### src/hdl/mhlg_pkg.sv
// shared types and constants of the multiclass hinge loss gradient block
package mhlg_pkg;

  localparam int SCORE_W    = 16;
  localparam int DELTA_W    = 15;
  localparam int RECIP_W    = 17;
  localparam int GRAD_W     = 24;
  localparam int CIDX_W     = 4;
  localparam int MEAN_W     = 40;
  localparam int LOSS_W     = 48;
  localparam int TSUM_W     = 24;
  localparam int MARGIN_W   = 26;
  localparam int MUL_A_W    = 32;
  localparam int PROD_W     = MUL_A_W + RECIP_W;
  localparam int CFG_IDX_W  = 2;
  localparam int CFG_DATA_W = 17;

  localparam logic [CFG_IDX_W-1:0] CFG_MARGIN_DELTA = 2'd0;
  localparam logic [CFG_IDX_W-1:0] CFG_BATCH_RECIP  = 2'd1;
  localparam logic [CFG_IDX_W-1:0] CFG_FORWARD_ONLY = 2'd2;

  localparam logic [DELTA_W-1:0] DELTA_RESET = 15'd51;
  localparam logic [RECIP_W-1:0] RECIP_RESET = 17'd65536;

  typedef enum logic [1:0] {
    MUL_LO,
    MUL_HI,
    MUL_HITS
  } mul_sel_t;

  typedef struct packed {
    logic     load;
    logic     mrg_step;
    logic     mul_en;
    mul_sel_t mul_sel;
    logic     acc_en;
    logic     mean_en;
    logic     rd_first;
    logic     emit;
    logic     fout;
    logic     clr_row;
    logic     clr_loss;
    logic     batch;
  } dp_cmd_t;

  typedef struct packed {
    logic ra_done;
    logic out_free;
    logic fwd;
  } dp_sts_t;

endpackage

### src/hdl/mhlg_ctrl.sv
// sequencer: row loading, margin pass, mean loss steps, gradient emission and forward-mode loss output
module mhlg_ctrl (
  input  logic               clk,
  input  logic               rst_n,
  input  logic               in_valid,
  input  logic               in_row_end,
  input  logic               in_batch_end,
  input  mhlg_pkg::dp_sts_t  sts,
  output mhlg_pkg::dp_cmd_t  cmd,
  output logic               in_stall
);
  import mhlg_pkg::*;

  typedef enum logic [7:0] {
    ST_LOAD = 8'b0000_0001,
    ST_MRG  = 8'b0000_0010,
    ST_MLO  = 8'b0000_0100,
    ST_MHI  = 8'b0000_1000,
    ST_MSUM = 8'b0001_0000,
    ST_GMUL = 8'b0010_0000,
    ST_EMIT = 8'b0100_0000,
    ST_FOUT = 8'b1000_0000
  } state_t;

  state_t state_r, state_nxt;
  logic   batch_r, batch_nxt;

  always_ff @(posedge clk) begin
    if (!rst_n) begin
      state_r <= ST_LOAD;
      batch_r <= 1'b0;
    end else begin
      state_r <= state_nxt;
      batch_r <= batch_nxt;
    end
  end

  assign in_stall = (state_r != ST_LOAD);

  always_comb begin
    state_nxt = state_r;
    batch_nxt = batch_r;
    cmd       = '0;
    cmd.batch = batch_r;
    unique case (state_r)
      ST_LOAD: begin
        cmd.load = in_valid;
        // batch end closes the row as well
        if (in_valid && (in_row_end || in_batch_end)) begin
          batch_nxt = in_batch_end;
          state_nxt = ST_MRG;
        end
      end
      ST_MRG: begin
        cmd.mrg_step = 1'b1;
        if (sts.ra_done) begin
          if (batch_r) begin
            state_nxt = ST_MLO;
          end else if (sts.fwd) begin
            cmd.clr_row = 1'b1;
            state_nxt   = ST_LOAD;
          end else begin
            state_nxt = ST_GMUL;
          end
        end
      end
      ST_MLO: begin
        cmd.mul_en  = 1'b1;
        cmd.mul_sel = MUL_LO;
        state_nxt   = ST_MHI;
      end
      ST_MHI: begin
        cmd.acc_en  = 1'b1;
        cmd.mul_en  = 1'b1;
        cmd.mul_sel = MUL_HI;
        state_nxt   = ST_MSUM;
      end
      ST_MSUM: begin
        cmd.mean_en = 1'b1;
        state_nxt   = sts.fwd ? ST_FOUT : ST_GMUL;
      end
      ST_GMUL: begin
        cmd.mul_en   = 1'b1;
        cmd.mul_sel  = MUL_HITS;
        cmd.rd_first = 1'b1;
        state_nxt    = ST_EMIT;
      end
      ST_EMIT: begin
        if (sts.out_free) begin
          cmd.emit = 1'b1;
          if (sts.ra_done) begin
            cmd.clr_row  = 1'b1;
            cmd.clr_loss = batch_r;
            state_nxt    = ST_LOAD;
          end
        end
      end
      ST_FOUT: begin
        if (sts.out_free) begin
          cmd.fout     = 1'b1;
          cmd.clr_row  = 1'b1;
          cmd.clr_loss = 1'b1;
          state_nxt    = ST_LOAD;
        end
      end
      default: begin
        state_nxt = ST_LOAD;
      end
    endcase
  end

endmodule

### src/hdl/mhlg_dp.sv
// datapath: row buffer, sums, shared multiplier, settings and result register
module mhlg_dp #(
  parameter int MAX_CLASSES = 16
) (
  input  logic                                    clk,
  input  logic                                    rst_n,
  input  mhlg_pkg::dp_cmd_t                       cmd,
  output mhlg_pkg::dp_sts_t                       sts,
  input  logic signed [mhlg_pkg::SCORE_W-1:0]     in_score,
  input  logic                                    in_is_true,
  input  logic                                    cfg_valid,
  output logic                                    cfg_ready,
  input  logic        [mhlg_pkg::CFG_IDX_W-1:0]   cfg_index,
  input  logic        [mhlg_pkg::CFG_DATA_W-1:0]  cfg_data,
  output logic                                    out_valid,
  input  logic                                    out_stall,
  output logic signed [mhlg_pkg::GRAD_W-1:0]      out_gradient,
  output logic        [mhlg_pkg::CIDX_W-1:0]      out_class_index,
  output logic        [mhlg_pkg::MEAN_W-1:0]      out_mean_loss,
  output logic                                    out_loss_valid,
  output logic                                    out_last
);
  import mhlg_pkg::*;

  localparam int AW = (MAX_CLASSES > 1) ? $clog2(MAX_CLASSES) : 1;
  localparam int CW = $clog2(MAX_CLASSES + 1);

  // row buffer: truth flag above the score
  logic [SCORE_W:0] mem [MAX_CLASSES];
  logic [SCORE_W:0] rd_r;
  logic             rd_en;
  logic [AW-1:0]    rd_addr;

  logic [CW-1:0]              fill_r, fill_nxt;
  logic [CW-1:0]              ra_r, ra_nxt;
  logic [CW-1:0]              hits_r, hits_nxt;
  logic signed [TSUM_W-1:0]   tsum_r, tsum_nxt;
  logic [LOSS_W-1:0]          loss_r, loss_nxt;
  logic [PROD_W-1:0]          prod_r;
  logic [RECIP_W-1:0]         acc_r;
  logic [MEAN_W-1:0]          mean_r;
  logic [DELTA_W-1:0]         delta_r;
  logic [RECIP_W-1:0]         recip_r;
  logic                       fwd_r;

  logic                       has_room;
  logic                       ra_done;
  logic                       ev;
  logic signed [SCORE_W-1:0]  rd_score;
  logic                       rd_truth;
  logic signed [MARGIN_W-1:0] margin;
  logic                       pos;
  logic [LOSS_W:0]            loss_sum;
  logic [MUL_A_W-1:0]         mul_a;
  logic [RECIP_W+16:0]        rnd;
  logic [PROD_W:0]            mean_sum;
  logic signed [GRAD_W-1:0]   gmag;
  logic signed [GRAD_W-1:0]   grad;
  logic [CW-1:0]              ra_m1;
  logic [CW+CIDX_W-1:0]       idx_ext;

  assign cfg_ready = 1'b1;

  assign has_room = (fill_r < CW'(MAX_CLASSES));
  assign ra_done  = (ra_r == fill_r);
  assign ev       = cmd.mrg_step && (ra_r != '0);

  assign rd_score = rd_r[SCORE_W-1:0];
  assign rd_truth = rd_r[SCORE_W];
  assign margin   = MARGIN_W'(rd_score) - MARGIN_W'(tsum_r) + MARGIN_W'(delta_r);
  assign pos      = !rd_truth && !margin[MARGIN_W-1] && (margin != '0);
  assign loss_sum = {1'b0, loss_r} + (LOSS_W+1)'(margin);

  assign sts.ra_done  = ra_done;
  assign sts.out_free = !out_valid || !out_stall;
  assign sts.fwd      = fwd_r;

  // settings
  always_ff @(posedge clk) begin
    if (!rst_n) begin
      delta_r <= DELTA_RESET;
      recip_r <= RECIP_RESET;
      fwd_r   <= 1'b0;
    end else if (cfg_valid) begin
      case (cfg_index)
        CFG_MARGIN_DELTA: delta_r <= cfg_data[DELTA_W-1:0];
        CFG_BATCH_RECIP:  recip_r <= cfg_data[RECIP_W-1:0];
        CFG_FORWARD_ONLY: fwd_r   <= cfg_data[0];
        default: begin
        end
      endcase
    end
  end

  // row buffer
  assign rd_en   = (cmd.mrg_step && !ra_done) || cmd.rd_first || (cmd.emit && !ra_done);
  assign rd_addr = cmd.rd_first ? '0 : ra_r[AW-1:0];

  always_ff @(posedge clk) begin
    if (cmd.load && has_room) begin
      mem[fill_r[AW-1:0]] <= {in_is_true, in_score};
    end
    if (rd_en) begin
      rd_r <= mem[rd_addr];
    end
  end

  always_comb begin
    fill_nxt = fill_r;
    tsum_nxt = tsum_r;
    ra_nxt   = ra_r;
    hits_nxt = hits_r;
    loss_nxt = loss_r;
    if (cmd.load && has_room) begin
      fill_nxt = fill_r + 1'b1;
      if (in_is_true) begin
        tsum_nxt = tsum_r + TSUM_W'(in_score);
      end
    end
    if (ev && pos) begin
      hits_nxt = hits_r + 1'b1;
      loss_nxt = loss_sum[LOSS_W] ? '1 : loss_sum[LOSS_W-1:0];
    end
    if (cmd.rd_first) begin
      ra_nxt = CW'(1);
    end else if (rd_en) begin
      ra_nxt = ra_r + 1'b1;
    end
    if (cmd.clr_row) begin
      fill_nxt = '0;
      tsum_nxt = '0;
      ra_nxt   = '0;
      hits_nxt = '0;
    end
    if (cmd.clr_loss) begin
      loss_nxt = '0;
    end
  end

  always_ff @(posedge clk) begin
    if (!rst_n) begin
      fill_r <= '0;
      tsum_r <= '0;
      ra_r   <= '0;
      hits_r <= '0;
      loss_r <= '0;
    end else begin
      fill_r <= fill_nxt;
      tsum_r <= tsum_nxt;
      ra_r   <= ra_nxt;
      hits_r <= hits_nxt;
      loss_r <= loss_nxt;
    end
  end

  // shared multiplier: low and high halves of the loss sum, then hit count
  always_comb begin
    case (cmd.mul_sel)
      MUL_LO:   mul_a = MUL_A_W'(loss_r[15:0]);
      MUL_HI:   mul_a = loss_r[LOSS_W-1:16];
      MUL_HITS: mul_a = MUL_A_W'(hits_r);
      default:  mul_a = '0;
    endcase
  end

  // low partial product stays below 2^33, rounded half up at bit 16
  assign rnd      = {1'b0, prod_r[RECIP_W+15:0]} + (RECIP_W+17)'(32768);
  assign mean_sum = {1'b0, prod_r} + (PROD_W+1)'(acc_r);

  always_ff @(posedge clk) begin
    if (cmd.mul_en) begin
      prod_r <= PROD_W'(mul_a) * PROD_W'(recip_r);
    end
    if (cmd.acc_en) begin
      acc_r <= rnd[RECIP_W+15:16];
    end
    if (cmd.mean_en) begin
      mean_r <= (mean_sum[PROD_W:MEAN_W] != '0) ? '1 : mean_sum[MEAN_W-1:0];
    end
  end

  // gradient of the entry held in the read register
  assign gmag    = prod_r[GRAD_W-1:0];
  assign grad    = rd_truth ? -gmag : (pos ? GRAD_W'(recip_r) : '0);
  assign ra_m1   = ra_r - 1'b1;
  assign idx_ext = {{CIDX_W{1'b0}}, ra_m1};

  always_ff @(posedge clk) begin
    if (!rst_n) begin
      out_valid <= 1'b0;
    end else if (cmd.emit || cmd.fout) begin
      out_valid <= 1'b1;
    end else if (!out_stall) begin
      out_valid <= 1'b0;
    end
  end

  always_ff @(posedge clk) begin
    if (cmd.emit) begin
      out_gradient    <= grad;
      out_class_index <= idx_ext[CIDX_W-1:0];
      out_loss_valid  <= ra_done && cmd.batch;
      out_mean_loss   <= (ra_done && cmd.batch) ? mean_r : '0;
      out_last        <= ra_done;
    end else if (cmd.fout) begin
      out_gradient    <= '0;
      out_class_index <= '0;
      out_loss_valid  <= 1'b1;
      out_mean_loss   <= mean_r;
      out_last        <= 1'b1;
    end
  end

endmodule

### src/hdl/multiclass_hinge_loss_grad.sv
// top level of the multiclass hinge loss and gradient block
// Scores of a row are taken one per cycle into a row buffer of MAX_CLASSES
// entries; at the row end the block stops taking scores, runs a margin pass
// over the buffer (one entry per cycle, paced by the single registered read
// port of the buffer), then at a batch end the mean loss arithmetic (low half,
// high half, sum) on the one shared multiplier; in backward mode it forms the
// negative gradient and emits one gradient per cycle while the result side
// takes them. Scores past MAX_CLASSES in a row are dropped, but their row and
// batch marks still close the row. The mean loss rides on the last result of
// the batch; settings must be written only while the block is idle, which the
// block itself does not enforce.
module multiclass_hinge_loss_grad #(
  parameter int MAX_CLASSES = 16
) (
  input  logic                                    clk,
  input  logic                                    rst_n,
  input  logic                                    in_valid,
  output logic                                    in_stall,
  input  logic signed [mhlg_pkg::SCORE_W-1:0]     in_score,
  input  logic                                    in_is_true,
  input  logic                                    in_row_end,
  input  logic                                    in_batch_end,
  output logic                                    out_valid,
  input  logic                                    out_stall,
  output logic signed [mhlg_pkg::GRAD_W-1:0]      out_gradient,
  output logic        [mhlg_pkg::CIDX_W-1:0]      out_class_index,
  output logic        [mhlg_pkg::MEAN_W-1:0]      out_mean_loss,
  output logic                                    out_loss_valid,
  output logic                                    out_last,
  input  logic                                    cfg_valid,
  output logic                                    cfg_ready,
  input  logic        [mhlg_pkg::CFG_IDX_W-1:0]   cfg_index,
  input  logic        [mhlg_pkg::CFG_DATA_W-1:0]  cfg_data
);
  import mhlg_pkg::*;

  dp_cmd_t cmd;
  dp_sts_t sts;

  mhlg_ctrl u_ctrl (
    .clk          (clk),
    .rst_n        (rst_n),
    .in_valid     (in_valid),
    .in_row_end   (in_row_end),
    .in_batch_end (in_batch_end),
    .sts          (sts),
    .cmd          (cmd),
    .in_stall     (in_stall)
  );

  mhlg_dp #(
    .MAX_CLASSES (MAX_CLASSES)
  ) u_dp (
    .clk             (clk),
    .rst_n           (rst_n),
    .cmd             (cmd),
    .sts             (sts),
    .in_score        (in_score),
    .in_is_true      (in_is_true),
    .cfg_valid       (cfg_valid),
    .cfg_ready       (cfg_ready),
    .cfg_index       (cfg_index),
    .cfg_data        (cfg_data),
    .out_valid       (out_valid),
    .out_stall       (out_stall),
    .out_gradient    (out_gradient),
    .out_class_index (out_class_index),
    .out_mean_loss   (out_mean_loss),
    .out_loss_valid  (out_loss_valid),
    .out_last        (out_last)
  );

endmodule

### config.mk
export PLATFORM = sky130hd
export DESIGN_NAME = multiclass_hinge_loss_grad
export DESIGN_NICKNAME = d
export VERILOG_FILES = /design/src/hdl/mhlg_pkg.sv /design/src/hdl/mhlg_ctrl.sv /design/src/hdl/mhlg_dp.sv /design/src/hdl/multiclass_hinge_loss_grad.sv
export SDC_FILE = /design/constraint.sdc
export NUM_CORES = 2
export LEC_CHECK = 0
export CAP_MARGIN = 40
export CORE_MARGIN = 2
export CORE_UTILIZATION = 40
export CTS_CLUSTER_SIZE = 20
export DETAILED_ROUTE_END_ITERATION = 6
export DONT_BUFFER_PORTS = 1
export GPL_ROUTABILITY_DRIVEN = 0
export PLACE_DENSITY = 0.56
export SLEW_MARGIN = 10
export SYNTH_ARGS = -nofsm -noshare
export SYNTH_HDL_FRONTEND = slang
export SYNTH_SLANG_ARGS = --single-unit
### constraint.sdc
create_clock -name clk -period 8.4 [get_ports clk]
set_clock_uncertainty 0.1 [all_clocks]
set_input_delay 0.84 -clock clk [delete_from_list [all_inputs] [get_ports clk]]
set_output_delay 0.84 -clock clk [all_outputs]
set_load 0.005 [all_outputs]
==> flow_metrics.py <==
metrics = {
    "hold_path": {
        "hp-class": "primary input to flip-flop",
        "hp-start": "in_score[8]",
        "whs_path_depth": 0,
        "hold_end": "u_dp.mem[13][8]",
    },
    "sta": {
        "worstMarginPinSlew_ns": 0.859,
        "fmax_ghz": 0.124,
        "period_share_pct": 96.3,
        "slew-limit-headroom_pct": 41.3,
        "hold_slack_ns": 0.157,
        "hold_violations": 0,
        "setup_viol": 0,
        "finalMaxSlewViolations": 0,
        "period_needed_ns": 8.09,
        "tns_ns": 0,
    },
    "cts": {
        "htreeDepth": 3,
        "cts_made_buffers": 69,
        "cts_buffer_depth": 3,
        "clk_pin_slew_ns": 0.06,
        "root_buffer": "clkbuf_16",
        "ctsHoldBuffers": 0,
        "clkSinkCount": 595,
        "cts_tree": "built",
        "clk_latency_ns": 0.67,
    },
    "worst_setup_path": {
        "r2r_end": "u_dp.prod_r[47]",
        "endpoint_kind": "flip-flop",
        "arrival_ns": 8.38,
        "critPathRequiredTime_ns": 8.70,
        "reg2reg_from": "u_ctrl.state_r[0]",
        "worst_path_largest_cell_delay_ns": 0.50,
        "startpoint": "u_ctrl.state_r[0]",
        "crit_buf_inv": 5,
        "cp_max_fo": 24,
        "rr_worst_depth": 30,
        "cp_top_family": "adder cells",
        "r2r_slack_ns": 0.31,
        "slowest_stage": "fa_1",
        "path_class": "flip-flop to flip-flop",
        "cp_common_cell": "fa_1",
        "worstSetupStartpointType": "flip-flop",
    },
    "grt": {
        "grt_max_degree": 69,
        "grt_antenna_before_repair": 7,
        "overflow": 0,
        "grt_pass1_wl_mm": 192,
        "first_global_vias": 33800,
        "grt_usage_pct": 20.1,
    },
    "route": {
        "wl_per_cell_um": 19.2,
        "wl_mm": 120,
        "postRouteAntennaNets": 0,
        "drtPass1Iterations": 5,
        "vias_per_cell": 5.26,
        "route.detailed.drc": 0,
        "num_vias": 32900,
        "drtIter0Drc": 2195,
    },
    "yosys": {
        "async_flop_share_pct": 0,
        "synth_cell_types": 90,
        "ys_top_cells_by_count": "726 x nand2_1, 607 x inv_1, 465 x edfxtp_1",
        "synth_edf_count": 465,
        "ys_warn_count": 0,
        "yosys_register_bits": 595,
        "yosys.area.top_type_share_pct": 29.6,
        "synth_area_per_cell_um2": 10.2,
        "synthMostInstantiatedCell": "nand2_1",
        "netlist_top_cells_area": "edfxtp_1 30%, fa_1 19%, ha_1 6.9%, nand2_1 5.8%, dfxtp_1 5.5%",
        "post-synth-top-area-cell": "edfxtp_1",
        "synthCells": 4628,
        "synthesis.area_um2": 47200,
        "yosysSeqAreaShare_pct": 35.1,
        "synth_top_flop_cell": "edfxtp_1",
        "syn_nets": 5386,
    },
    "floorplan": {
        "io_pins": 116,
        "die_h_um": 348,
        "fp.dieArea_um2": 121000,
        "initial_core_util_pct": 40.1,
        "fp.dieW_um": 348,
        "num_rows": 126,
        "coreArea_um2": 118000,
    },
    "run": {
        "maxCapViolCount": 0,
    },
    "finish": {
        "seqCellArea_um2": 16600,
        "fill_cells": 11100,
        "syn_to_final_growth_pct": 11.1,
        "fin_area_um2": 52400,
        "final_nets": 5418,
        "layout-drive-gt1-share_pct": 8.82,
        "n_antenna_cell": 0,
        "multi_input_area_um2": 27700,
    },
    "run_status": {
        "status": "completed",
    },
    "power": {
        "leakagePower_nw": 22.4,
        "finalPower_mw": 8.04,
        "ir_worst_vdd_mv": 0.171,
        "cellPowerDensity_nw_per_um2": 153,
    },
    "placement": {
        "portBuffers": 0,
        "dp_hpwl_mm": 92.9,
        "placed_area_um2": 49800,
    },
}
[cells in the final DEF (no fill, tap or decap), drive strengths merged, types with 141 or more instances in the layout]
cell type	instances
nand2	726
inv	609
edfxtp	465
fa	454
ha	261
nor2	184
buf	181
a21oi	158
xnor2	145
and3	141
[layer usage]
metal,up-vias,GRT usage (%),part of all wire (%)
met5,-,0,0.038
met4,8,4.88,2.0
met3,156,3.87,5.9
met2,779,32.5,46
met1,16300,27.7,46
li1,15600,-,-
[flip-flops by register name (all words and copies together) (netlist names)]
| signal | flops |
|---|---|
| u_dp.rd_r | 17 |
| u_ctrl.batch_r | 1 |
| u_dp.prod_r | 49 |
| u_dp.out_valid | 1 |
| u_dp.out_mean_loss | 40 |
| u_dp.delta_r | 15 |
| u_ctrl.state_r | 8 |
| u_dp.tsum_r | 24 |
| u_dp.hits_r | 5 |
| u_dp.mean_r | 40 |
| u_dp.fwd_r | 1 |
| u_dp.ra_r | 5 |
| u_dp.mem | 272 |
| u_dp.out_loss_valid | 1 |
| u_dp.out_last | 1 |
| u_dp.loss_r | 48 |
| u_dp.recip_r | 17 |
| u_dp.out_gradient | 24 |
| u_dp.out_class_index | 4 |
| u_dp.acc_r | 17 |
| u_dp.fill_r | 5 |
[layout make-up]
| type | instances | area share, % |
|---|---|---|
| clock inverters | 41 | 1.07 |
| flip-flops and latches | 595 | 31.6 |
| clock buffers | 87 | 3.56 |
| well taps | 1536 | 3.66 |
| inverters | 607 | 4.34 |
| multi-input cells | 3206 | 52.9 |
| repair buffers | 181 | 2.91 |
[worst max path at each step]
stage / end / slack [ns] / cells past startpoint
floorplan: u_dp.prod_r[46] / 0.04 / 32
global placement: u_dp.prod_r[46] / -0.16 / 30
detailed placement: u_dp.prod_r[46] / -0.24 / 29
CTS: u_dp.prod_r[47] / 0.04 / 31
global route: u_dp.prod_r[47] / -0.03 / 31
finish: u_dp.prod_r[47] / 0.31 / 30
[stage by stage]
stage / cells / setup slack [ns] / util (%)
final: 6253 / 0.315 / 44.6
after global routing: 6253 / -0.0268 / 44.6
after CTS: 6252 / 0.0384 / 44.5
after detailed placement: 6123 / -0.238 / 42.4
after global placement: 6113 / -0.161 / 42.2
after floorplan: 4628 / 0.0432 / -
[report_power, final]
group	internal, mW	switching, mW	total [mW]
logic	0.606	0.949	1.56
clock network	1.83	1.32	3.15
registers	3.26	0.0719	3.33
[cell families after synthesis]
kind of cell,Yosys count,synth area share [%]
xor+xnor,231,4.30
buf+inv,827,6.70
flops,595,35.1
fa+ha+maj,715,26.2
mux,74,2.52
compound gates,700,10.4
simple gates,1485,14.8
other cells,1,0.00795
[what timing repair did]
action / CTS / global route
setup buffers: 1 / 1
gates resized for setup: 9 / 34
pin swaps: 3 / 7
setup endpoints to repair: 7 / 58
endpoints found under the hold margin: 0 / 0
Note: power is estimated with default switching activity, not from simulation.
